File: config.mk
export PLATFORM = sky130hd
export DESIGN_NAME = ffha_ctrl
export DESIGN_NICKNAME = d
export VERILOG_FILES = /design/src/rtl/ffha_pkg.sv /design/src/rtl/ffha_ctrl.sv
export SDC_FILE = /design/constraint.sdc
export NUM_CORES = 1
export LEC_CHECK = 0
export BUFFER_PORTS_ARGS = -buffer_cell sky130_fd_sc_hd__buf_2
export CORE_UTILIZATION = 50
export CTS_CLUSTER_SIZE = 40
export DETAILED_ROUTE_END_ITERATION = 7
export PLACE_DENSITY = 0.71
export SLEW_MARGIN = 25
export SYNTH_ARGS = -nofsm -noshare
export SYNTH_HDL_FRONTEND = slang
export SYNTH_SLANG_ARGS = --single-unit
File: constraint.sdc
create_clock -name clk -period 4 [get_ports clk]
set_clock_uncertainty 0.05 [all_clocks]
set_input_delay 0 -clock clk [delete_from_list [all_inputs] [get_ports clk]]
set_output_delay 0 -clock clk [all_outputs]
set_load 0.01 [all_outputs]
File: src/rtl/ffha_pkg.sv
// shared types and constants for the first-fit heap allocator
// used by ffha_ctrl, ffha_datapath and first_fit_heap_allocator
package ffha_pkg;

  localparam int HEAP_BYTES = 4096;
  localparam int IDX_W      = $clog2(HEAP_BYTES);  // header store index
  localparam int OFF_W      = IDX_W + 1;           // offset, top bit set means null
  localparam int WA_W       = OFF_W + 1;           // offset sums before range check
  localparam int REQ_W      = 19;                  // rounded request plus header
  localparam int CNT_W      = 9;

  localparam logic [OFF_W-1:0] NIL       = OFF_W'(HEAP_BYTES);
  localparam logic [4:0]       MIN_BLOCK = 5'd16;
  localparam logic [3:0]       HDR_BYTES = 4'd8;

  // request modes
  localparam logic [1:0] MODE_ALLOC = 2'd0;
  localparam logic [1:0] MODE_FREE  = 2'd1;
  localparam logic [1:0] MODE_QUERY = 2'd2;
  localparam logic [1:0] MODE_INIT  = 2'd3;

  // configuration register indexes
  localparam logic [1:0] CFG_BASE  = 2'd0;
  localparam logic [1:0] CFG_SIZE  = 2'd1;
  localparam logic [1:0] CFG_OWNER = 2'd2;
  localparam logic [1:0] CFG_ALIGN = 2'd3;

  // micro-operations issued by the controller
  typedef enum logic [4:0] {
    CMD_NONE,
    CMD_START,
    CMD_WALK_RD,
    CMD_ALLOC_EVAL,
    CMD_SPLIT1,
    CMD_SPLIT2,
    CMD_TAKE,
    CMD_FAIL,
    CMD_FREE_CHK,
    CMD_FREE_HDR,
    CMD_MERGE1,
    CMD_MERGE2,
    CMD_PREV_RD,
    CMD_PREV_MERGE,
    CMD_PUSH1,
    CMD_PUSH2,
    CMD_QUERY_EVAL,
    CMD_INIT,
    CMD_DONE
  } cmd_t;

  typedef struct packed {
    logic [1:0] mode;
    logic       walk_ok;
    logic       fit;
    logic       split;
    logic       free_in;
    logic       nx_free;
    logic       prev_free;
    logic       merged;
    logic       out_full;
  } status_t;

endpackage

File: src/rtl/ffha_ctrl.sv
// sequencing state machine for the first-fit heap allocator
// depends on ffha_pkg for command and status types
module ffha_ctrl (
  input  logic             clk,
  input  logic             rst,
  input  logic             in_valid,
  output logic             in_ready,
  input  ffha_pkg::status_t status,
  output ffha_pkg::cmd_t   cmd
);

  typedef enum logic [19:0] {
    S_IDLE     = 20'h00001,
    S_DISPATCH = 20'h00002,
    S_A_CHK    = 20'h00004,
    S_A_EVAL   = 20'h00008,
    S_A_SPLIT1 = 20'h00010,
    S_A_SPLIT2 = 20'h00020,
    S_A_TAKE   = 20'h00040,
    S_A_FAIL   = 20'h00080,
    S_F_CHK    = 20'h00100,
    S_F_HDR    = 20'h00200,
    S_F_NX     = 20'h00400,
    S_F_M1     = 20'h00800,
    S_F_M2     = 20'h01000,
    S_F_PRV    = 20'h02000,
    S_F_PE     = 20'h04000,
    S_F_P2     = 20'h08000,
    S_Q_CHK    = 20'h10000,
    S_Q_EVAL   = 20'h20000,
    S_INIT     = 20'h40000,
    S_DONE     = 20'h80000
  } state_t;

  state_t state, state_next;

  assign in_ready = (state == S_IDLE);

  always_comb begin
    state_next = state;
    cmd        = ffha_pkg::CMD_NONE;
    unique case (state)
      S_IDLE: begin
        if (in_valid) begin
          cmd        = ffha_pkg::CMD_START;
          state_next = S_DISPATCH;
        end
      end
      S_DISPATCH: begin
        unique case (status.mode)
          ffha_pkg::MODE_ALLOC: state_next = S_A_CHK;
          ffha_pkg::MODE_FREE:  state_next = S_F_CHK;
          ffha_pkg::MODE_QUERY: state_next = S_Q_CHK;
          default:              state_next = S_INIT;
        endcase
      end
      S_A_CHK: begin
        if (status.walk_ok) begin
          cmd        = ffha_pkg::CMD_WALK_RD;
          state_next = S_A_EVAL;
        end else begin
          state_next = S_A_FAIL;
        end
      end
      S_A_EVAL: begin
        cmd = ffha_pkg::CMD_ALLOC_EVAL;
        if (!status.fit)       state_next = S_A_CHK;
        else if (status.split) state_next = S_A_SPLIT1;
        else                   state_next = S_A_TAKE;
      end
      S_A_SPLIT1: begin
        cmd        = ffha_pkg::CMD_SPLIT1;
        state_next = S_A_SPLIT2;
      end
      S_A_SPLIT2: begin
        cmd        = ffha_pkg::CMD_SPLIT2;
        state_next = S_DONE;
      end
      S_A_TAKE: begin
        cmd        = ffha_pkg::CMD_TAKE;
        state_next = S_DONE;
      end
      S_A_FAIL: begin
        cmd        = ffha_pkg::CMD_FAIL;
        state_next = S_DONE;
      end
      S_F_CHK: begin
        cmd        = ffha_pkg::CMD_FREE_CHK;
        state_next = status.free_in ? S_F_HDR : S_DONE;
      end
      S_F_HDR: begin
        cmd        = ffha_pkg::CMD_FREE_HDR;
        state_next = S_F_NX;
      end
      S_F_NX: begin
        state_next = status.nx_free ? S_F_M1 : S_F_PRV;
      end
      S_F_M1: begin
        cmd        = ffha_pkg::CMD_MERGE1;
        state_next = S_F_M2;
      end
      S_F_M2: begin
        cmd        = ffha_pkg::CMD_MERGE2;
        state_next = S_F_PRV;
      end
      S_F_PRV: begin
        cmd        = ffha_pkg::CMD_PREV_RD;
        state_next = S_F_PE;
      end
      S_F_PE: begin
        priority if (status.prev_free) begin
          cmd        = ffha_pkg::CMD_PREV_MERGE;
          state_next = S_DONE;
        end else if (status.merged) begin
          state_next = S_DONE;
        end else begin
          cmd        = ffha_pkg::CMD_PUSH1;
          state_next = S_F_P2;
        end
      end
      S_F_P2: begin
        cmd        = ffha_pkg::CMD_PUSH2;
        state_next = S_DONE;
      end
      S_Q_CHK: begin
        if (status.walk_ok) begin
          cmd        = ffha_pkg::CMD_WALK_RD;
          state_next = S_Q_EVAL;
        end else begin
          state_next = S_DONE;
        end
      end
      S_Q_EVAL: begin
        cmd        = ffha_pkg::CMD_QUERY_EVAL;
        state_next = S_Q_CHK;
      end
      S_INIT: begin
        cmd        = ffha_pkg::CMD_INIT;
        state_next = S_DONE;
      end
      S_DONE: begin
        if (!status.out_full) begin
          cmd        = ffha_pkg::CMD_DONE;
          state_next = S_IDLE;
        end
      end
      default: state_next = S_IDLE;
    endcase
  end

  always_ff @(posedge clk) begin
    if (rst) begin
      state <= S_IDLE;
    end else begin
      state <= state_next;
    end
  end

endmodule

==> metrics.md, run 1 <==
| Metric | Value |
|---|---|
| Worst Path Arrival | `roughly 2.7 ns` |
| Largest Register | `state` |
| CP bufs+invs | `1` |
| Sequential fraction of the synthesis area | `0.302` |
| Clk network pwr share | `0.268` |
| Critical-path maximum fanout | `6` |
| Number of diodes | `0` |
| Warnings from Yosys | `0` |
| Mapped Area | `0.00133 mm^2` |
| Nets | `roughly 200` |
| Synth area leader | `dfxtp_1` |
| Critical path type | `reg2out` |
| Vias/cell | `6.11` |
| GP Congestion | `0.862` |
| Max-cap violations | `0` |
| Max Clk Rate | `362 MHz` |
| FF-to-FF setup slack | `1.37 ns` |
| Via count | `roughly 1300` |
| Pwr dens | `around 270 mW/mm^2` |
| Reg2reg start | `state[8]$_SDFFE_PP0P_` |
| CP cell instances | `nor4_4 > and4_2 > nand4b_1 > nand4_1 > a2111oi_0 > o311ai_0 > buf_2` |
| Fin crit share | `0.690` |
| Power share of the combinational group | `0.256` |
| Largest register FFs | `20` |
| Crit path from | `state[6]$_SDFFE_PP0P_` |
| Post-route ant nets | `0` |
| CTS sink cnt | `20` |
| Core Rows | `18` |
| Startpoint types | `flip-flop` |
| Full die area | `~0.0029 mm^2` |
| CTS clk-pin slew, worst paths | `0.11 ns` |
| Synth unique cells | `42` |
| Die outline height | `53.5 um` |
| Initial DRT Pass Iterations | `4` |
| Number of buffers inserted during clock tree synthesis | `3` |
| Worst reg-to-reg path cell count | `6` |
| Pint | `around 310 uW` |
| Worst Hold Class | `in2reg` |
| Worst setup margin | `1.24 ns` |
| Setup TNS | `0 ns` |
| Post-synthesis net count | `164` |
| Unrepaired setup endpoints after global routing | `no` |
| CP delay by family, top | `compound AO/OA/AOI/OAI gates` |
| # Post-CTS Setup Buffers | `0` |
| Clock Latency Late Sink | `~0.3 ns` |
| Worst R2R End | `state[8]$_SDFFE_PP0P_` |
| All-Layer GR Usage | `0.269` |
| Setup-failing EPs final | `0` |
| Largest registers | `state (20)` |
| Synthesis-to-layout area growth | `21.8%` |
| Initial antenna violation count | `0` |
| Share of layout cells above drive strength 1 | `0.179` |
| Port bufs | `18` |
| Global route overflow | `0` |
| Area share of the largest cell type after synthesis | `0.302` |
| H-tree Lvls | `1` |
| Main synth FF type | `dfxtp_1` |
| Final Critical Period | `2.76 ns` |
| Switching Fraction | `0.291` |
| First-pass GRT wire length | `approximately 5500 um` |
| DR DRC count | `0` |
| Status | `complete, no violations` |
| Cells after Synth | `between 150 and 200` |
| DP HPWL | `roughly 2600 um` |
| Final Hold Violating Endpoints | `0` |
| Max Slew Vio Count | `0` |
| Wire per inst | `15.9 um` |
| Crit. path cell count | `7` |
| Root Buffer | `clkbuf_4` |
| Worst setup EP type | `output pin` |
| CTS tree | `yes` |
| Total length of routed wires | `around 3400 um` |
| Max VDD drop | `between 0.0002 and 0.00025 V` |
| FFs w/ async S/R, synth | `0` |
| Number of synthesized register bits | `20` |
| IO Count | `19` |
| Pre-CTS setup slack | `~1.7 ns` |
| Die width | `~54 um` |
| CTS Buffer Depth | `2` |
| CP max-delay cell | `a2111oi_0` |
| Slew headroom | `0.499` |
| Avg Cell Area, Syn | `8.78 um^2` |
| CP endpoint | `cmd[0]` |
| Number of global-route vias before repair | `1237` |
| Worst Max-Slew Pin Slew | `about 0.73 ns` |
| CP max stage delay | `approximately 0.7 ns` |
| Seq pwr share | `0.476` |
| Starting Density | `0.531` |
| Starting DRT DRC Count | `between 50 and 60` |
| Leak | `0.660 nW` |
| CP Data Required Time | `slightly below 4 ns` |
| Top post-synthesis cells by area | `dfxtp_1 30%, nor4_4 8.0%, nor2_1 5.7%, nand4b_1 4.0%, and3_1 3.3%` |
| Core area | `~0.0025 mm^2` |
| Switch Pwr | `approximately 130 uW` |
| EDFF count, synth | `0` |
| Largest net degree at the start of global routing | `13` |
cells in the final DEF, fill, tap and decap left out, drive strengths merged, types with 4 or more instances in the layout:
cell type,netlist,layout
a21oi,4,4
and3,7,7
nand2b,6,6
nand3,5,5
nor2,20,20
nand4b,6,6
dfxtp,20,20
nand2,7,7
o21ai,5,5
nor3b,5,5
dlygate4sd3,0,16
xnor2,4,4
nand4,6,6
nor4,8,8
buf,2,18
nor3,6,6
clkbuf,3,4
nor4b,5,5
metrics by stage:
step / cell area [um^2] / utilization / std cells / hold slack, ns / power (mW)
6_report: 1620 / 0.646 / 214 / 0.0459 / 0.443
5_1_grt: 1620 / 0.646 / 214 / 0.0845 / 0.465
4_1_cts: 1620 / 0.646 / 214 / 0.0534 / 0.443
3_5_place_dp: 1420 / 0.568 / 194 / 0.139 / 0.316
3_3_place_gp: 1420 / 0.568 / 194 / 0.124 / 0.316
2_1_floorplan: 1330 / - / 151 / 0.0257 / 0.289
kinds of logic after synthesis:
group / after synthesis / share of synthesized area
XOR/XNOR: 5 / 0.0330
buffers and inverters: 8 / 0.0349
AND/OR/NAND/NOR: 98 / 0.529
flip-flops: 20 / 0.302
AO/OA/AOI/OAI: 20 / 0.101
metal layers:
| layer | up-vias | wire length [um] | track usage |
|---|---|---|---|
| met2 | 39 | 1700 | 0.481 |
| met1 | 611 | 1530 | 0.345 |
| met4 | 0 | 34 | 0.0526 |
| met5 | - | 0 | 0 |
| met3 | 6 | 148 | 0.0259 |
| li1 | 652 | - | - |
repair_timing:
item | CTS | global route
hold endpoints to repair | 13 | 0
endpoints found under the setup margin | 0 | 0
gates resized for setup | 0 | 0
hold buffers | 16 | 0
power groups by stage:
stage          Combinational, mW  Clock (mW)  Sequential (mW)
2_1_floorplan             0.0749           0            0.214
3_3_place_gp               0.101           0            0.215
3_5_place_dp               0.101           0            0.215
4_1_cts                    0.112       0.120            0.211
5_1_grt                    0.123       0.130            0.211
6_report                   0.113       0.119            0.211
worst min-delay path, cell delays in order:
cell and delay [ns]:
buf_2 0.10, o21ai_0 0.09, nand3_1 0.07, o21a_1 0.12
worst min-delay path by stage:
stage / from / endpoint / slack, ns / cells after the start
2_1_floorplan: rst / state[4]$_SDFFE_PP0P_ / 0.03 / 1
3_3_place_gp: status[5] / state[6]$_SDFFE_PP0P_ / 0.12 / 2
6_report: status[2] / state[19]$_SDFFE_PP0P_ / 0.05 / 4
3_5_place_dp: status[5] / state[6]$_SDFFE_PP0P_ / 0.14 / 2
5_1_grt: status[2] / state[19]$_SDFFE_PP0P_ / 0.08 / 4
4_1_cts: status[2] / state[19]$_SDFFE_PP0P_ / 0.05 / 4
layout make-up:
class	instances	area, um^2
Fill cell	227	885
Multi-Input combinational cell	123	880
Sequential cell	20	400
Timing Repair Buffer	34	250
Tap cell	30	37.5
Clock buffer	4	36.3
Inverter	3	11.3
cell usage after synthesis (5+ instances only):
library cell	n
dfxtp_1	20
nor4_4	5
nand2_1	7
nand4b_1	6
nand3_1	5
nor2_1	20
and3_1	7
nand2b_1	5
o21ai_0	5
nor4b_1	5
nor3_1	6
Note: power is estimated with default switching activity, not from simulation.
==> run 2: changes to the inputs <==
Settings changed: ABC_AREA set to 1, PLACE_DENSITY 0.71 to 0.73.
Clock period 4 ns to 2.25 ns, I/O delays scaled along.
==> run 2 against run 1 <==
- die area rose by 8.2%
- via count grew 12%
- core utilization down 1.7 points
- wire length rose by 4.4%
- clock power is 79% higher
- non-clock buffer count is 4 lower
- flip-flop and latch count is the same
- count of clock-buffer cells in the layout unchanged
- global-route usage down 2.0 points
- largest cell class unchanged
- highest routed layer unchanged
==> metrics.md, run 2 <==
| Metric | Value |
|---|---|
| CTS clk-pin slew, worst paths | `0.12 ns (about the same)` |
| Post-cts sizing count | `0 (unchanged)` |
| Number of buffers inserted during clock tree synthesis | `3 (unchanged)` |
| Largest net degree at the start of global routing | `16 (+3)` |
| Leak | `0.858 nW (+30%)` |
| Finished Cell Area | `0.00172 mm^2 (+6.5%)` |
| Critical path's most frequent cell | `a21oi_1` |
| Worst Max-Slew Pin Slew | `0.335 ns (-0.399 ns)` |
| Worst setup margin | `0.294 ns (-0.947 ns)` |
| Worst Path Arrival | `1.91 ns (-0.80 ns)` |
| Footprint of the multi-input gates | `877 um^2 (-0.28%)` |
| First-pass GRT wire length | `5960 um (+7.5%)` |
| CP cell instances | `nor2_2 > nand2_4 > nor2_8 > inv_2 > nor2_4 > nand2_2 > a21oi_1 > a21oi_1 > nand4_1 > buf_2` |
| Die width | `55.6 um (+4.0%)` |
| Worst Hold Class | `in2reg` |
| Initial DRT Pass Iterations | `5 (+1)` |
| # hold bufs at CTS | `12 (-4)` |
| Switch Pwr | `279 uW (+120%)` |
| CP max-delay cell | `dfxtp_1` |
| Initial antenna violation count | `0 (unchanged)` |
| Sequential Area | `400 um^2 (unchanged)` |
| Sequential fraction of the synthesis area | `0.278 (-0.0236)` |
| Top post-synthesis cells by area | `dfxtp_1 28%, inv_1 9.1%, nand3_1 7.7%, nand2_1 7.3%, nor3_1 6.3%` |
| Status | `complete, no violations` |
| Max Slew Vio Count | `0 (unchanged)` |
| Max Clk Rate | `just over 500 MHz` |
| Vias/cell | `5.31 (-13%)` |
| Starting Density | `0.526 (-0.00421)` |
| Starting DRT DRC Count | `75 (+42%)` |
| Final Critical Period | `1.96 ns` |
| Warnings from Yosys | `0 (unchanged)` |
| Post-synthesis net count | `224 (+37%)` |
| Avg Cell Area, Syn | `6.82 um^2 (-22%)` |
| Post-route ant nets | `0 (unchanged)` |
| Synth unique cells | `26 (-38%)` |
| Synth top cells by count | `35 x inv_1, 28 x nand2_1, 23 x nor2_1` |
| Cell count of the worst hold path | `2 (-2)` |
| Fin crit share | `0.869` |
| Global route overflow | `0 (unchanged)` |
| Wire length on met3 | `265 um (+79%)` |
| Setup-failing EPs final | `0 (unchanged)` |
| Full die area | `0.00310 mm^2 (+8.2%)` |
| CTS Buffer Depth | `2 (unchanged)` |
| Power share of the combinational group | `0.293 (+0.037)` |
| Pint | `544 uW (+73%)` |
| CP Data Required Time | `2.20 ns (-1.75 ns)` |
| Startpoint types | `flip-flop` |
| Slew headroom | `0.775 (+0.277)` |
| EDFF count, synth | `0 (unchanged)` |
| Worst setup EP type | `output pin` |
| Final Hold Violating Endpoints | `0 (unchanged)` |
| Total length of routed wires | `3560 um (+4.4%)` |
| Synth area leader | `dfxtp_1` |
| DP HPWL | `2850 um (+11%)` |
| Critical path type | `reg2out` |
| Largest Register | `state` |
| Number of global-route vias before repair | `1337 (+8.1%)` |
| Max VDD drop | `0.000477 V (+96%)` |
| Number of diodes | `0 (unchanged)` |
| Synthesis-to-layout area growth | `19.6%` |
| Seq pwr share | `0.448 (-0.028)` |
| Mapped Area | `0.00144 mm^2 (+8.5%)` |
| All-Layer GR Usage | `0.248 (-0.0204)` |
| Commonest non-fill, non-tap cell in the layout | `inv_1` |
| DR DRC count | `0 (unchanged)` |
| Pwr dens | `478 mW/mm^2 (+74%)` |
| Via count | `1461 (+12%)` |
| Wire per inst | `13.0 um (-19%)` |
| GP Congestion | `0.979 (+14%)` |
| IO Count | `19 (unchanged)` |
| Share of layout cells above drive strength 1 | `0.246 (+0.0666)` |
| Area share of the largest cell type after synthesis | `0.278 (-0.0236)` |
| DP Area | `0.00156 mm^2 (+10%)` |
| CTS sink cnt | `20 (unchanged)` |
| Clock Latency Late Sink | `0.31 ns (about the same)` |
| Setup TNS | `0 ns (unchanged)` |
| M1 WL | `1600 um (+5.1%)` |
| Port bufs | `18 (unchanged)` |
| Critical-path maximum fanout | `8 (+2)` |
| Crit. path cell count | `10 (+3)` |
| Root Buffer | `clkbuf_4` |
| Clk network pwr share | `0.259 (-0.009)` |
| Met2 WL | `1620 um (-5.1%)` |
| Final core occ | `0.629 (-0.0169)` |
| Core area | `0.00273 mm^2 (+9.4%)` |
| Die outline height | `55.6 um (+4.0%)` |
| Largest register FFs | `20 (unchanged)` |
| Worst reg-to-reg path cell count | `6 (unchanged)` |
| FFs w/ async S/R, synth | `0 (unchanged)` |
| CTS tree | `yes` |
| Most frequent cells in the layout | `35 x inv_1, 28 x nand2_1, 23 x nor2_1` |
| Nets | `258 (+30%)` |
| Switching Fraction | `0.339 (+0.0475)` |
| CP delay by family, top | `simple AND/OR/NAND/NOR gates` |
| Unrepaired setup endpoints after global routing | `no` |
| H-tree Lvls | `1 (unchanged)` |
| Largest registers | `state (20)` |
| Pre-CTS setup slack | `0.648 ns (-1.09 ns)` |
| CP max stage delay | `0.35 ns (-0.34 ns)` |
| Main synth FF type | `dfxtp_1` |
| CP bufs+invs | `2 (+1)` |
| Cells after Synth | `211 (+40%)` |
| # Post-CTS Setup Buffers | `0 (unchanged)` |
| Top-count cell post-synth | `inv_1` |
| Core Rows | `19 (+1)` |
| Filler cells | `257 (+13%)` |
| Number of synthesized register bits | `20 (unchanged)` |
| Max-cap violations | `0 (unchanged)` |
| Max Used Layer | `met4` |
-- run 2: changes by cell type in the layout (fill, tap and decap cells not counted), moves of 6 or more --
cell      previous run  this run
inv_1                3        35
nand2_1              7        28
nand3_1              5        22
nor3_1               6        18
nor2_2               0         8
inv_2                0         7
and3_1               7         1
nand4b_1             6         0
-- run 2: power groups by stage --
stage / clock network, mW / registers [mW] / logic, mW
CTS: 0.217 / 0.369 / 0.238
global route: 0.235 / 0.370 / 0.257
finish: 0.213 / 0.369 / 0.241
floorplan: 0 / 0.376 / 0.162
detailed placement: 0 / 0.377 / 0.223
global placement: 0 / 0.377 / 0.223
-- run 2: layout make-up --
class                           instances  area share
Timing Repair Buffer                   30       0.122
Sequential cell                        20       0.233
Clock buffer                            4      0.0211
Inverter                               42      0.0916
Multi-Input combinational cell        148       0.510
Tap cell                               31      0.0225
-- run 2: path summary, 6_finish.rpt --
| check | to | startpoint | slack (ns) |
|---|---|---|---|
| min reg2reg | state[16]$_SDFFE_PP0P_ | state[1]$_SDFFE_PP0P_ | 0.59 |
| max reg2reg | state[8]$_SDFFE_PP0P_ | state[16]$_SDFFE_PP0P_ | 0.39 |
| max | cmd[2] | state[10]$_SDFFE_PP0P_ | 0.29 |
| min | state[16]$_SDFFE_PP0P_ | rst | 0.02 |
-- run 2: logic make-up (layout without fill, tap and decap cells) --
| kind of cell | after synthesis | after routing | share of synthesized area |
|---|---|---|---|
| flops | 20 | 20 | 0.278 |
| buf+inv | 43 | 76 | 0.112 |
| compound gates | 9 | 9 | 0.0409 |
| simple gates | 139 | 139 | 0.569 |
-- run 2: routing by layer --
metal / track usage / vias to the layer above
met2: 0.408 / 63
met1: 0.331 / 634
met4: 0.0714 / 0
li1: - / 752
met5: 0 / -
met3: 0.0488 / 12
-- run 2: metrics by stage --
stage | std cells | total power, mW | hold slack (ns)
after detailed placement | 259 | 0.600 | 0.129
after floorplan | 211 | 0.537 | 0.0210
after global routing | 275 | 0.861 | 0.0334
after global placement | 259 | 0.599 | 0.128
after CTS | 275 | 0.823 | 0.0117
final | 275 | 0.823 | 0.0191
==> run 3: changes to the inputs <==
Settings changed: REMOVE_ABC_BUFFERS set to 1.
==> run 3 against run 2 <==
- critical path depth is the same
- final area unchanged
- combinational power barely moved
- sequential power about the same
- flip-flop and latch count unchanged
- global-route usage increased by 0.67 points
- non-clock buffer count did not move
- via count increased by 0.27%
- core utilization unchanged
- clock power is 2% higher
- setup slack lost 0.0076 ns
==> metrics.md, run 3 (synthesis results as in run 2) <==
| Metric | Value |
|---|---|
| Status | `complete, no violations` |
| Max Clk Rate | `509 MHz (-0.39%)` |
| Initial DRT Pass Iterations | `4 (-1)` |
| Pre-CTS setup slack | `0.647 ns (-0.00115 ns)` |
| Startpoint types | `flip-flop` |
| Worst Path Arrival | `1.91 ns (about the same)` |
| Initial antenna violation count | `0 (unchanged)` |
| Worst setup EP type | `output pin` |
| Largest registers | `state (20)` |
| Final Critical Period | `1.96 ns (+0.00759 ns)` |
| IO Count | `19 (unchanged)` |
| Slew headroom | `0.702 (-0.0727)` |
| Full die area | `0.00310 mm^2 (unchanged)` |
| H-tree Lvls | `1 (unchanged)` |
| Max VDD drop | `0.000361 V (-24%)` |
| Reg2reg start | `state[4]$_SDFFE_PP0P_` |
| Max Slew Vio Count | `0 (unchanged)` |
| First-pass GRT wire length | `6130 um (+2.8%)` |
| Most frequent cells in the layout | `35 x inv_1, 28 x nand2_1, 23 x nor2_1` |
| DR DRC count | `0 (unchanged)` |
| Worst Hold Class | `in2reg` |
| Largest net degree at the start of global routing | `16 (unchanged)` |
| Post-route ant nets | `0 (unchanged)` |
| Port bufs | `18 (unchanged)` |
| Synthesis-to-layout area growth | `19.6% (unchanged)` |
| Hold wc startpoint | `rst` |
| Clock Latency Late Sink | `0.31 ns (about the same)` |
| Die width | `55.6 um (unchanged)` |
| Commonest non-fill, non-tap cell in the layout | `inv_1` |
| Largest Register | `state` |
| Via count | `1465 (+0.27%)` |
| Starting Density | `0.526 (unchanged)` |
| CTS Buffer Depth | `2 (unchanged)` |
| Worst setup margin | `0.286 ns (-0.00759 ns)` |
| FF-to-FF setup slack | `0.29 ns (-0.10 ns)` |
| CTS clk-pin slew, worst paths | `0.12 ns (about the same)` |
| GP Congestion | `0.914 (-6.7%)` |
| Share of layout cells above drive strength 1 | `0.246 (unchanged)` |
| All-Layer GR Usage | `0.255 (+0.00666)` |
| Setup TNS | `0 ns (unchanged)` |
| Worst R2R End | `state[8]$_SDFFE_PP0P_` |
| Root Buffer | `clkbuf_4` |
| Global route overflow | `0 (unchanged)` |
| Pwr dens | `480 mW/mm^2 (+0.34%)` |
| Vias/cell | `5.33 (+0.27%)` |
| Setup-failing EPs final | `0 (unchanged)` |
| CTS tree | `yes` |
| Finished Cell Area | `0.00172 mm^2 (unchanged)` |
| CP Data Required Time | `2.20 ns (about the same)` |
| Critical path type | `reg2out` |
| DP Area | `0.00156 mm^2 (unchanged)` |
| Largest register FFs | `20 (unchanged)` |
| Number of buffers inserted during clock tree synthesis | `3 (unchanged)` |
| # Post-CTS Setup Buffers | `0 (unchanged)` |
| Unrepaired setup endpoints after global routing | `no` |
| Starting DRT DRC Count | `88 (+17%)` |
| Number of global-route vias before repair | `1392 (+4.1%)` |
| Filler cells | `266 (+3.5%)` |
| Core area | `0.00273 mm^2 (unchanged)` |
| # hold bufs at CTS | `12 (unchanged)` |
| Max-cap violations | `0 (unchanged)` |
| Die outline height | `55.6 um (unchanged)` |
| CTS sink cnt | `20 (unchanged)` |
| Critical-path maximum fanout | `8 (unchanged)` |
| Total length of routed wires | `3680 um (+3.1%)` |
| Wire per inst | `13.4 um (+3.1%)` |
| Cell count of the worst hold path | `2 (unchanged)` |
| Core Rows | `19 (unchanged)` |
| Worst reg-to-reg path cell count | `6 (unchanged)` |
| Final Hold Violating Endpoints | `0 (unchanged)` |
| DP HPWL | `2810 um (-1.3%)` |
| Post-cts sizing count | `0 (unchanged)` |
| Fin crit share | `0.873 (+0.00337)` |
| Min-Delay Endpoint | `state[1]$_SDFFE_PP0P_` |
| Final core occ | `0.629 (unchanged)` |
| Worst Max-Slew Pin Slew | `0.443 ns (+0.108 ns)` |
| Number of diodes | `0 (unchanged)` |
| Nets | `258 (unchanged)` |
| Leak | `0.858 nW (unchanged)` |
run 3: cell counts in the layout (fill, tap and decap cells not counted):
Identical to the previous run, type by type.
run 3: worst max-delay path by stage:
stage	from	end	slack, ns
final	state[8]$_SDFFE_PP0P_	cmd[2]	0.29
after global routing	state[8]$_SDFFE_PP0P_	cmd[2]	0.19
after global placement	state[14]$_SDFFE_PP0P_	state[10]$_SDFFE_PP0P_	0.66
after detailed placement	state[12]$_SDFFE_PP0P_	state[0]$_SDFFE_PP1P_	0.65
after floorplan	state[8]$_SDFFE_PP0P_	state[0]$_SDFFE_PP1P_	0.88
after CTS	state[1]$_SDFFE_PP0P_	cmd[2]	0.36
run 3: cell type report:
type / instances / area (um^2) / area share
Multi-Input combinational cell: 148 / 877 / 0.510
Sequential cell: 20 / 400 / 0.233
Timing Repair Buffer: 30 / 210 / 0.122
Inverter: 42 / 158 / 0.0916
Tap cell: 31 / 38.8 / 0.0225
Clock buffer: 4 / 36.3 / 0.0211
run 3: metrics by stage:
stage	hold WS [ns]	total power [mW]	std cells
2_1_floorplan	0.0191	0.535	210
3_3_place_gp	0.133	0.598	259
3_5_place_dp	0.135	0.598	259
4_1_cts	0.00653	0.824	275
5_1_grt	0.0260	0.871	275
6_report	0.00534	0.826	275
run 3: metal layers:
| metal | global-route usage | up-vias | routed length [um] |
|---|---|---|---|
| met5 | 0 | - | 0 |
| met4 | 0.0893 | 0 | 63 |
| met3 | 0.0233 | 7 | 212 |
| met2 | 0.432 | 59 | 1700 |
| met1 | 0.339 | 649 | 1700 |
| li1 | - | 750 | - |
run 3: worst max-delay path: stages, from the launching register on:
cell	delay [ns]
dfxtp_1	0.36
nor2_2	0.17
nand2_4	0.12
nor2_8	0.19
inv_2	0.06
nor2_4	0.13
nand2_2	0.11
a21oi_1	0.17
a21oi_1	0.07
nand4_1	0.08
buf_2	0.13
run 3: report_power, final:
group          total [mW]  switching [mW]  internal [mW]
Sequential          0.370         0.00752          0.362
Combinational       0.238           0.155         0.0825
Clock               0.218           0.119         0.0989
Total               0.826           0.282          0.544
